[config.mk]
export PLATFORM = sky130hd
export DESIGN_NAME = positional_ordered_list
export DESIGN_NICKNAME = d
export VERILOG_FILES = /design/src/rtl/core/pol_pkg.sv /design/src/rtl/core/positional_ordered_list.sv /design/src/rtl/core/pol_ram.sv
export SDC_FILE = /design/constraint.sdc
export NUM_CORES = 2
export LEC_CHECK = 0
export ABC_AREA = 1
export BUFFER_PORTS_ARGS = -buffer_cell sky130_fd_sc_hd__buf_2
export CAP_MARGIN = 5
export CORE_MARGIN = 10
export CORE_UTILIZATION = 40
export DETAILED_ROUTE_END_ITERATION = 8
export HOLD_SLACK_MARGIN = 0.15
export PLACE_DENSITY = 0.62
export SLEW_MARGIN = 15
export SYNTH_ARGS = -nofsm -noshare
export SYNTH_HDL_FRONTEND = slang
export SYNTH_SLANG_ARGS = --single-unit
[constraint.sdc]
create_clock -name clk -period 9.8 [get_ports clk]
set_input_delay 0.49 -clock clk [delete_from_list [all_inputs] [get_ports clk]]
set_output_delay 0.49 -clock clk [all_outputs]
set_load 0.05 [all_outputs]
[src/rtl/core/pol_pkg.sv]
// Shared types and codes for the positional ordered list.
// No dependencies; the list module and the testbench import this package (pol_ram does not).
package pol_pkg;

  typedef logic [2:0] op_t;
  typedef logic [1:0] status_t;

  // Operation codes carried on the op field.
  localparam op_t OP_INSERT = 3'd0;
  localparam op_t OP_APPEND = 3'd1;
  localparam op_t OP_DELETE = 3'd2;
  localparam op_t OP_FIND   = 3'd3;
  localparam op_t OP_SEARCH = 3'd4;
  localparam op_t OP_CLEAR  = 3'd5;

  // Result status codes.
  localparam status_t ST_OK    = 2'd0;
  localparam status_t ST_RANGE = 2'd1;
  localparam status_t ST_FULL  = 2'd2;

endpackage

[src/rtl/core/positional_ordered_list.sv]
// Positional ordered list: an ordered sequence of up to CAPACITY words kept in one
// synchronous RAM, with insert-after-position, append, delete, find, search and clear.
// Depends on pol_pkg and pol_ram.
//
// One word is taken at a time and gives exactly one result word. An insert shifts the
// entries after its position up by one slot (none move for an append), a delete
// reads the addressed entry and pulls the tail down, a find reads the addressed entry,
// and a search compares entries from the head until a hit or the end; clear, an unused
// op code, a search of an empty list and any rejected request need no RAM walk.
// The pace is set by the single RAM: each shift or compare step moves one entry per
// cycle through its one read and one write port, pipelined so that a read and the
// write-back of the previous entry overlap.
// The list memory is not cleared at reset; only entries below the length are read.
// A finished result waits in an output register, so the next word is accepted as soon
// as the sequencer is free, even while the previous result is still stalled.
module positional_ordered_list #(
  parameter int CAPACITY   = 64,
  parameter int DATA_WIDTH = 32
) (
  input  logic             clk,
  input  logic             rst_n,
  input  logic             in_valid,
  output logic             in_stall,
  input  pol_pkg::op_t     in_op,
  input  logic [6:0]       in_position,
  input  logic [31:0]      in_value,
  output logic             out_valid,
  input  logic             out_stall,
  output pol_pkg::status_t out_status,
  output logic [31:0]      out_value_out,
  output logic [6:0]       out_index_out,
  output logic [6:0]       out_length_out
);

  import pol_pkg::*;

  localparam int AW = $clog2(CAPACITY);
  localparam int CW = $clog2(CAPACITY + 1);
  localparam int PW = (CW > 7) ? CW : 7;
  localparam int XW = (DATA_WIDTH > 32) ? DATA_WIDTH : 32;

  localparam logic [2:0] S_IDLE = 3'd0;
  localparam logic [2:0] S_INS  = 3'd1;
  localparam logic [2:0] S_DEL  = 3'd2;
  localparam logic [2:0] S_SRCH = 3'd3;
  localparam logic [2:0] S_RESP = 3'd4;

  // Control registers.
  logic [2:0]    state_r, state_nxt;
  logic [CW-1:0] count_r, count_nxt;
  logic          go_r, go_nxt;
  logic          wb_vld_r, wb_vld_nxt;
  logic          cap_r, cap_nxt;
  logic          out_valid_r, out_valid_nxt;

  // Payload registers.
  logic [AW-1:0]         ptr_r, ptr_nxt;
  logic [AW-1:0]         end_r, end_nxt;
  logic [AW-1:0]         k_r, k_nxt;
  logic [AW-1:0]         wb_addr_r, wb_addr_nxt;
  logic [DATA_WIDTH-1:0] v_r, v_nxt;
  logic                  is_del_r, is_del_nxt;
  status_t               res_status_r, res_status_nxt;
  logic [31:0]           res_value_r, res_value_nxt;
  logic [6:0]            res_index_r, res_index_nxt;
  status_t               out_status_r, out_status_nxt;
  logic [31:0]           out_value_r, out_value_nxt;
  logic [6:0]            out_index_r, out_index_nxt;
  logic [6:0]            out_length_r, out_length_nxt;

  // RAM port signals.
  logic                  mem_we;
  logic [AW-1:0]         mem_waddr;
  logic [DATA_WIDTH-1:0] mem_wdata;
  logic                  mem_re;
  logic [AW-1:0]         mem_raddr;
  logic [DATA_WIDTH-1:0] mem_rdata;

  // Helper values.
  logic                  accept;
  logic                  out_free;
  logic [PW-1:0]         pos_x;
  logic [PW-1:0]         cnt_x;
  logic [PW-1:0]         pos_m1;
  logic [CW-1:0]         cnt_m1;
  logic [XW-1:0]         val_x;
  logic [XW-1:0]         rd_x;
  logic [CW-1:0]         hit_idx;
  logic [PW-1:0]         hit_idx_x;
  logic                  full;

  pol_ram #(
    .WIDTH (DATA_WIDTH),
    .DEPTH (CAPACITY)
  ) u_ram (
    .clk   (clk),
    .we    (mem_we),
    .waddr (mem_waddr),
    .wdata (mem_wdata),
    .re    (mem_re),
    .raddr (mem_raddr),
    .rdata (mem_rdata)
  );

  assign in_stall = (state_r != S_IDLE);
  assign accept   = in_valid && !in_stall;
  assign out_free = !out_valid_r || !out_stall;

  assign pos_x     = PW'(in_position);
  assign cnt_x     = PW'(count_r);
  assign pos_m1    = pos_x - PW'(1);
  assign cnt_m1    = count_r - CW'(1);
  assign val_x     = XW'(in_value);
  assign rd_x      = XW'(mem_rdata);
  assign hit_idx   = CW'(wb_addr_r) + CW'(1);
  assign hit_idx_x = PW'(hit_idx);
  assign full      = (count_r == CW'(CAPACITY));

  // Sequencer: decodes a request, then walks the RAM one entry per cycle where the operation needs it.
  always_comb begin
    state_nxt      = state_r;
    count_nxt      = count_r;
    go_nxt         = go_r;
    wb_vld_nxt     = wb_vld_r;
    cap_nxt        = cap_r;
    ptr_nxt        = ptr_r;
    end_nxt        = end_r;
    k_nxt          = k_r;
    wb_addr_nxt    = wb_addr_r;
    v_nxt          = v_r;
    is_del_nxt     = is_del_r;
    res_status_nxt = res_status_r;
    res_value_nxt  = res_value_r;
    res_index_nxt  = res_index_r;
    out_valid_nxt  = out_valid_r && out_stall;
    out_status_nxt = out_status_r;
    out_value_nxt  = out_value_r;
    out_index_nxt  = out_index_r;
    out_length_nxt = out_length_r;
    mem_we         = 1'b0;
    mem_waddr      = wb_addr_r;
    mem_wdata      = mem_rdata;
    mem_re         = 1'b0;
    mem_raddr      = ptr_r;

    unique case (state_r)
      S_IDLE: begin
        if (accept) begin
          v_nxt          = val_x[DATA_WIDTH-1:0];
          res_status_nxt = ST_OK;
          res_value_nxt  = '0;
          res_index_nxt  = '0;
          go_nxt         = 1'b0;
          wb_vld_nxt     = 1'b0;
          cap_nxt        = 1'b0;
          is_del_nxt     = 1'b0;
          state_nxt      = S_RESP;
          unique case (in_op)
            OP_INSERT, OP_APPEND: begin
              if ((in_op == OP_INSERT) && (pos_x > cnt_x)) begin
                res_status_nxt = ST_RANGE;
              end else if (full) begin
                res_status_nxt = ST_FULL;
              end else begin
                // Shift entries k..n-1 up by one, from the top down.
                k_nxt     = (in_op == OP_INSERT) ? pos_x[AW-1:0] : count_r[AW-1:0];
                ptr_nxt   = cnt_m1[AW-1:0];
                go_nxt    = (in_op == OP_INSERT) ? (pos_x < cnt_x) : 1'b0;
                state_nxt = S_INS;
              end
            end
            OP_DELETE, OP_FIND: begin
              if ((pos_x == '0) || (pos_x > cnt_x)) begin
                res_status_nxt = ST_RANGE;
              end else begin
                // Read the addressed word, then pull the tail down for a delete.
                k_nxt      = pos_m1[AW-1:0];
                ptr_nxt    = pos_m1[AW-1:0];
                end_nxt    = (in_op == OP_DELETE) ? cnt_m1[AW-1:0] : pos_m1[AW-1:0];
                is_del_nxt = (in_op == OP_DELETE);
                go_nxt     = 1'b1;
                state_nxt  = S_DEL;
              end
            end
            OP_SEARCH: begin
              if (count_r != '0) begin
                ptr_nxt   = '0;
                end_nxt   = cnt_m1[AW-1:0];
                go_nxt    = 1'b1;
                state_nxt = S_SRCH;
              end
            end
            OP_CLEAR: begin
              count_nxt = '0;
            end
            default: begin
            end
          endcase
        end
      end

      S_INS: begin
        // Write back the word read last cycle one slot higher.
        if (wb_vld_r) begin
          mem_we = 1'b1;
        end
        if (go_r) begin
          mem_re      = 1'b1;
          wb_vld_nxt  = 1'b1;
          wb_addr_nxt = ptr_r + AW'(1);
          if (ptr_r == k_r) begin
            go_nxt = 1'b0;
          end else begin
            ptr_nxt = ptr_r - AW'(1);
          end
        end else begin
          wb_vld_nxt = 1'b0;
          if (!wb_vld_r) begin
            // The gap is open: place the new word.
            mem_we    = 1'b1;
            mem_waddr = k_r;
            mem_wdata = v_r;
            count_nxt = count_r + CW'(1);
            state_nxt = S_RESP;
          end
        end
      end

      S_DEL: begin
        // The first read returns the addressed word; later reads move down one slot.
        if (cap_r) begin
          res_value_nxt = rd_x[31:0];
        end
        if (wb_vld_r) begin
          mem_we = 1'b1;
        end
        if (go_r) begin
          mem_re = 1'b1;
          if (ptr_r == k_r) begin
            cap_nxt    = 1'b1;
            wb_vld_nxt = 1'b0;
          end else begin
            cap_nxt     = 1'b0;
            wb_vld_nxt  = 1'b1;
            wb_addr_nxt = ptr_r - AW'(1);
          end
          if (ptr_r == end_r) begin
            go_nxt = 1'b0;
          end else begin
            ptr_nxt = ptr_r + AW'(1);
          end
        end else begin
          cap_nxt    = 1'b0;
          wb_vld_nxt = 1'b0;
          if (!wb_vld_r && !cap_r) begin
            if (is_del_r) begin
              count_nxt = count_r - CW'(1);
            end
            state_nxt = S_RESP;
          end
        end
      end

      S_SRCH: begin
        // wb_vld_r marks a read in flight and wb_addr_r holds its slot.
        if (wb_vld_r && (mem_rdata == v_r)) begin
          res_index_nxt = hit_idx_x[6:0];
          wb_vld_nxt    = 1'b0;
          go_nxt        = 1'b0;
          state_nxt     = S_RESP;
        end else if (go_r) begin
          mem_re      = 1'b1;
          wb_vld_nxt  = 1'b1;
          wb_addr_nxt = ptr_r;
          if (ptr_r == end_r) begin
            go_nxt = 1'b0;
          end else begin
            ptr_nxt = ptr_r + AW'(1);
          end
        end else begin
          wb_vld_nxt = 1'b0;
          state_nxt  = S_RESP;
        end
      end

      S_RESP: begin
        // Hand the result to the output register once it is free.
        if (out_free) begin
          out_valid_nxt  = 1'b1;
          out_status_nxt = res_status_r;
          out_value_nxt  = res_value_r;
          out_index_nxt  = res_index_r;
          out_length_nxt = cnt_x[6:0];
          state_nxt      = S_IDLE;
        end
      end

      default: begin
        state_nxt = S_IDLE;
      end
    endcase
  end

  // Control state.
  always_ff @(posedge clk) begin
    if (!rst_n) begin
      state_r     <= S_IDLE;
      count_r     <= '0;
      go_r        <= 1'b0;
      wb_vld_r    <= 1'b0;
      cap_r       <= 1'b0;
      out_valid_r <= 1'b0;
    end else begin
      state_r     <= state_nxt;
      count_r     <= count_nxt;
      go_r        <= go_nxt;
      wb_vld_r    <= wb_vld_nxt;
      cap_r       <= cap_nxt;
      out_valid_r <= out_valid_nxt;
    end
  end

  // Payload registers.
  always_ff @(posedge clk) begin
    ptr_r        <= ptr_nxt;
    end_r        <= end_nxt;
    k_r          <= k_nxt;
    wb_addr_r    <= wb_addr_nxt;
    v_r          <= v_nxt;
    is_del_r     <= is_del_nxt;
    res_status_r <= res_status_nxt;
    res_value_r  <= res_value_nxt;
    res_index_r  <= res_index_nxt;
    out_status_r <= out_status_nxt;
    out_value_r  <= out_value_nxt;
    out_index_r  <= out_index_nxt;
    out_length_r <= out_length_nxt;
  end

  assign out_valid      = out_valid_r;
  assign out_status     = out_status_r;
  assign out_value_out  = out_value_r;
  assign out_index_out  = out_index_r;
  assign out_length_out = out_length_r;

  // The length never passes the capacity.
  a_count_bound: assert property (@(posedge clk) disable iff (!rst_n)
    count_r <= CW'(CAPACITY))
    else $error("list length above capacity");

  // The length moves by at most one per cycle, or drops to zero on a clear.
  a_count_step: assert property (@(posedge clk) disable iff (!rst_n)
    (count_r == $past(count_r)) || (count_r == $past(count_r) + CW'(1)) ||
    (count_r == $past(count_r) - CW'(1)) || (count_r == '0))
    else $error("list length jumped");

  // The RAM is never written while the sequencer is idle or holding a result.
  a_no_idle_write: assert property (@(posedge clk) disable iff (!rst_n)
    ((state_r == S_IDLE) || (state_r == S_RESP)) |-> !mem_we)
    else $error("RAM write outside an operation");

  // An accepted word always leaves the idle state.
  a_accept_busy: assert property (@(posedge clk) disable iff (!rst_n)
    accept |=> (state_r != S_IDLE))
    else $error("accepted word not processed");

endmodule

[src/rtl/core/pol_ram.sv]
// Generic single-port-write, single-port-read synchronous RAM.
// Read data is registered and holds while no read is issued. No dependencies.
module pol_ram #(
  parameter int WIDTH = 32,
  parameter int DEPTH = 64
) (
  input  logic                     clk,
  input  logic                     we,
  input  logic [$clog2(DEPTH)-1:0] waddr,
  input  logic [WIDTH-1:0]         wdata,
  input  logic                     re,
  input  logic [$clog2(DEPTH)-1:0] raddr,
  output logic [WIDTH-1:0]         rdata
);

  logic [WIDTH-1:0] mem [DEPTH];

  // Write port.
  always_ff @(posedge clk) begin
    if (we) begin
      mem[waddr] <= wdata;
    end
  end

  // Registered read port.
  always_ff @(posedge clk) begin
    if (re) begin
      rdata <= mem[raddr];
    end
  end

endmodule

# Yosys cells after proc, flatten, opt, wreduce, memory -nomap -nowiden
# Memory sizes are Yosys's and may differ from the RTL's. A register that Yosys moved wholly into a read port is not among the register bits.
# Cells that the tools add are included.
[op_classes]
n_eq_ne = 39
muxes = 91
order_cmp = 2
bitwise_logic = 1
n_reduce_logical = 40
n_addsub = 6
[ops]
columns = ["cell", "n"]
rows = [
  ["two-way mux 32 bit", 5],
  ["two-way mux 6 bit", 22],
  ["case mux 32 bit (2 select lines)", 1],
  ["two-way mux 7 bit", 9],
  ["!= test 2 bit (second input constant)", 19],
  ["two-way mux 3 bit", 12],
  ["case mux 6 bit (3 select lines)", 2],
  ["== test 32 bit", 1],
  ["two-way mux 1 bit", 24],
  ["case mux 6 bit (2 select lines)", 2],
  ["case mux 6 bit (4 select lines)", 1],
  ["case mux 7 bit (3 select lines)", 1],
  ["!= test 3 bit (second input constant)", 5],
  ["case mux 3 bit (5 select lines)", 1],
  ["case mux 7 bit (2 select lines)", 1],
  ["== test 3 x 2 -> 1 bit (second input constant)", 4],
  ["== test 6 bit", 2],
  ["AND reduction 6 bit", 2],
  ["subtractor 6 x 1 -> 6 bit (second input constant)", 2],
  ["AND reduction 10 bit", 1],
  ["== test 3 bit (second input constant)", 3],
  ["case mux 3 bit (3 select lines)", 1],
  ["nonzero test 3 bit", 3],
  ["case mux 1 bit (4 select lines)", 2],
  ["other kinds (29)", 53],
]
[word_totals]
register_bits = 160
elab_cells = 199
n_memories = 1
ramBits = 2048
[mem_list]
columns = ["name", "words", "word_bits", "read_ports", "rd_clocked_by_memory_dff", "wr", "line_no", "rtl"]
rows = [
  ["u_ram.mem", 64, 32, 1, 1, 1, "pol_ram.sv:16", "logic [WIDTH-1:0] mem [DEPTH];"],
]

# Logic depth before layout (Yosys ltp)
[logic_depth]
depth_word = 7
mapped_depth = 15
ltp_nobuf = 15

# Modules after synthesis
# A second synthesis with hierarchy kept.
[unflattened]
cells_unflattened = 7585
hier_area_um2 = 90898.4
[by_module_without_submodules]
columns = ["mod", "cells_each", "area_each_um2", "n_inst"]
rows = [
  ["pol_ram", 6785, 83106.0, 1],
  ["positional_ordered_list", 800, 7792.5, 1],
]

# Least setup slack after synthesis
# Ideal clock, no wire load.
[synth_timing]
path_kind = "reg-to-reg"
from = "reg state_r[2]"
to = "mem u_ram.mem[0][0] (data pin)"
path_slack_ps = 5452
stages_incl_launch_ff = 8
arrival_time_ps = 3646
required_ps = 9098
cell_sequence = "dfxtp_1 > inv_2 > nand3_4 > nor2_2 > nand2_2 > buf_2 > clkbuf_1 > o21ai_0"
[synth_via]
elab_chain_len = 2
[synth_rtl]
columns = ["item", "line_no", "rtl"]
rows = [
  ["start: declaration", "positional_ordered_list.sv:49", "logic [2:0] state_r, state_nxt;"],
  ["start signal: assignment", "positional_ordered_list.sv:314", "state_r <= state_nxt;"],
  ["== test 3 x 1 -> 1 bit", "positional_ordered_list.sv:146", "unique case (state_r)"],
  ["two-way mux 32 bit", "positional_ordered_list.sv:146", ""],
  ["net mem_wdata[0]", "positional_ordered_list.sv:74", "logic [DATA_WIDTH-1:0] mem_wdata;"],
  ["end: declaration", "pol_ram.sv:16", ""],
]
# The timed path passes the listed nets, and every way through them passes these cells.

# Worst setup path in the final report
[layout_timing]
from = "reg state_r[1]"
to = "mem u_ram.mem[24][22], enable pin"
[layout_via]
elab_chain_len = 4
elab_cells_between_ends = 6
[layout_rtl]
columns = ["item", "line_no", "rtl"]
rows = [
  ["== test 3 x 2 -> 1 bit / == test 3 x 1 -> 1 bit (equally long branches)", "positional_ordered_list.sv:146", ""],
  ["case mux 1 bit (2 select lines)", "positional_ordered_list.sv:146", ""],
  ["two-way mux 1 bit", "pol_ram.sv:20", "if (we) begin"],
  ["two-way mux 1 bit (not written as such)", "pol_ram.sv:21", "mem[waddr] <= wdata;"],
]
# Several ways; a longest one is shown, not always the timed one.

==> summary.md <==
| Metric | Value |
|---|---|
| Clock latency on the worst-skew pair | 0.88 ns |
| Sequential power share | 38.4% |
| CTS tree | built |
| Final Hold Violating Endpoints | 0 |
| Final Skew | 0.03957 ns |
| Worst relative slew slack | 18.50% |
| Worst-path clk slew | 0.06 ns |
| Worst-case clock buffer depth | 3 |
| CP Class | register to register |
| Syn_area_per_cell | 12.89 µm² |
| CP Buf/Inv Count | 3 |
| Die W | 491.8 µm |
| CTS buffer count | 213 |
| Final worst-path cycle share | 48.33% |
| Crit-path cells | inv_2 -> nor2_2 -> nand2_2 -> nand2_1 -> inv_2 -> o21ai_1 -> buf_4 -> nand4_1 -> nor2_4 |
| Initial antenna violation count | 10 |
| Leakage power | 32.31 nW |
| Crit path depth | 9 |
| Pwr Density | 309.2 nW/µm² |
| Vias | 58730 |
| Max-slew violation count | 0 |
| Mapped Area | 89050 µm² |
| Commonest non-fill, non-tap cells in the layout | edfxtp_1 (2226), nor2_1 (1170), o21ai_0 (1066) |
| I/O pins | 96 |
| Setup violations, final | 0 |
| Combinational Power Share | 35.8% |
| Reg2reg setup slack | 5.06 ns |
| Synth Area in XOR/XNOR | 0.3147% |
| Outcome | completed |
| Cell Area, Placed | 93320 µm² |
| Reg-to-reg startpoint | state_r[1] |
| Synth Area in Simple Gates | 9.886% |
| CP required | 10.27 ns |
| Tightest Pin Transition | 1.222 ns |
| Psw | 0.01226 W |
| ANT nets after route | 0 |
| Post-DP HPWL | 141500 µm |
| Post-synth cell types | 46 |
| Asr flop ratio synth | 0% |
| Sw Share | 39.44% |
| P_int | 0.01882 W |
| Iteration-0 DRC Markers | 7413 |
| Worst vdd rail ir drop | 0.2327 mV |
| Final Net Count | 7005 |
| Hold Crit Start | in_op[1] |
| Final WL | 264300 µm |
| FF-to-FF path depth | 9 |
| Gpl congestion | 0.8720 |
| Worst slack, placed | 5.203 ns |
| Worst setup margin | 5.064 ns |
| Clock Tree Root | clkbuf_16 |
| Core area | 221900 µm² |
| Top_reg_cell synth | edfxtp_1 |
| Share of layout cells above drive strength 1 | 9.174% |
| Vias in the first global route | 55210 |
| Fill cells | 19460 |
| Total track usage | 20.96% |
| IO Port Bufs | 95 |
| Reg-to-Reg End | u_ram.mem[24][22] |
| Mapped Nets | 6969 |
| Max Cap Viol | 0 |
| Flip-flop and latch area | 67120 µm² |
| Routed len/inst | 26.17 µm |
| Area of the multi-input gates | 20250 µm² |
| Type of origin of the critical path | register |
| Yosys reg bits | 2240 |
| Top cell by count, worst path | inv_2 |
| Fmax | 211.1 MHz |
| Layout area overhead | 12.89% |
| Sequential-to-total area share from yosys stat | 75.38% |
| Main combinational cell family by area after synthesis | compound AO/OA/AOI/OAI gates |
| DRC errors left | 0 |
| Yosys top cell area share | 75.06% |
| Class of the worst hold path | input pin to register |
| Post-synthesis compound-gate area fraction | 11.34% |
| Min Tclk post-route | 4.736 ns |
| Number of synthesized flops with an enable pin | 2226 |
| RSZ-0062 raised after global routing | false |
| CP Capture Point | u_ram.mem[24][22] |
| Cells after Synth | 6909 |
| Cts repair resizes | 0 |
| Critical Path Fanout Max | 45 |
| Clk pwr share | 25.8% |
| Rows | 173 |
| WP data arrival | 5.20 ns |
| Via-to-Cell Ratio | 5.815 |
| Post-Synth Adder-Cell Area | 0.1967% |
| Post-synthesis mux area share | 0.02248% |
| Warnings, synthesis | 0 |
| CP max stage cell | nor2_4 |
| Largest net degree at the start of global routing | 195 |
| Commonest non-fill, non-tap cell in the layout | edfxtp_1 |
| Fin area | 100500 µm² |
| Post-synth top area cell | edfxtp_1 |
| Setup TNS | 0 ns |
| Starting Density | 40.14% |
| Largest cells by area after synthesis | edfxtp_1 (75%), o21ai_0 (6.1%), nor2_1 (5.2%) |
| Die area | 241900 µm² |
| DR pass1 iterations | 6 |
| Worst Setup SP | state_r[1] |
| Sink Count | 2240 |
| First-pass GRT wire length | 382500 µm |
| Grt total ovfl | 0 |
| H-tree levels | 4 |
| Die Y | 491.8 µm |
| CP top delay family | simple AND/OR/NAND/NOR gates |
| CP peak stage delay | 1.19 ns |
| Critical path capture point type | register |
worst reg2reg max path: stages (launching register included):
cell,delay [ns]
dfxtp_1,0.35
inv_2,0.07
nor2_2,0.32
nand2_2,0.57
nand2_1,0.30
inv_2,0.08
o21ai_1,0.41
buf_4,0.28
nand4_1,0.74
nor2_4,1.19
final cells by class:
class / count / area share (%)
sequential: 2240 / 66.77
multi-input combinational: 4069 / 20.14
clock buffer: 271 / 5.582
tap: 2975 / 3.703
timing repair buffer: 281 / 2.168
clock inverter: 117 / 1.058
inverter: 140 / 0.5563
antenna: 8 / 0.01991
Yosys cell counts (2+ instances only):
library cell  number
a21oi_1           81
nor2_1          1233
nor4_1             2
o21ai_2            3
a211oi_2           2
nor2_2             4
clkinv_1           3
buf_4             27
buf_1             40
edfxtp_1        2226
o21ai_1           59
o21ai_4            3
xnor2_1           16
nand2_2            2
a211oi_1           5
nor3_2             6
o21bai_1           9
nor3b_1            2
xor2_1            16
nor3_1            13
o221ai_1          52
nand4_1           11
ha_1              14
o31ai_1            6
o22ai_1          455
clkbuf_1         251
buf_6              3
inv_2             11
or2_1              6
inv_1            125
a31oi_1            3
buf_2            139
mux2i_1            2
dfxtp_1           14
o211ai_1          49
o21ai_0         1087
nand2_1          626
nand3_1          291
or2_2              5
worst min-delay path by stage:
stage / endpoint / slack (ns) / depth (start not counted)
5_1_grt: k_r[3] / 0.26 / 5
6_report: res_status_r[1] / 0.22 / 6
3_3_place_gp: out_status[1] / 0.40 / 0
4_1_cts: res_status_r[1] / 0.16 / 6
3_5_place_dp: out_value_out[4] / 0.40 / 0
2_1_floorplan: out_index_out[0] / 0.40 / 0
kinds of logic after synthesis:
| group | after synthesis |
|---|---|
| AO/OA/AOI/OAI | 1816 |
| XOR/XNOR | 32 |
| flip-flops | 2240 |
| buffers and inverters | 600 |
| AND/OR/NAND/NOR | 2205 |
| multiplexers | 2 |
| adder cells (fa/ha/maj) | 14 |
state kept, by name (all words and copies together) (netlist names), 7 cells and up:
signal,flops
res_index_r,7
cnt_x,7
out_value_out,32
v_r,32
out_index_out,7
out_length_out,7
u_ram.mem,2048
u_ram.rdata,32
res_value_r,32
per-layer routing:
layer	GRT usage, %	wire length, µm
met1	28.75	105500
met2	31.85	118000
met3	4.890	28490
met4	9.256	12210
met5	0	26
through the flow:
stage | hold WS (ns) | std cells | total power [W] | utilization, %
after floorplan | 0.4003 | 6909 | 0.01881 | -
after global placement | 0.4042 | 9655 | 0.02289 | 42.04
final | 0.2244 | 10100 | 0.03108 | 45.31
after global routing | 0.2568 | 10090 | 0.03234 | 45.30
after detailed placement | 0.4045 | 9657 | 0.02303 | 42.06
after CTS | 0.1619 | 10090 | 0.03097 | 45.27
power by group through the flow:
stage / Clock [W] / Sequential [W] / Combinational [W]
finish: 0.00802 / 0.0119 / 0.0111
global route: 0.00848 / 0.0120 / 0.0119
CTS: 0.00810 / 0.0119 / 0.0109
detailed placement: 0 / 0.0121 / 0.0109
global placement: 0 / 0.0121 / 0.0108
floorplan: 0 / 0.0124 / 0.00643
what timing repair did:
item                                   in CTS  in global routing
endpoints found under the hold margin      65                  0
setup buffers                               0                  0
hold buffers                               45                  0
No activity file was read; power rests on OpenSTA's default activity.
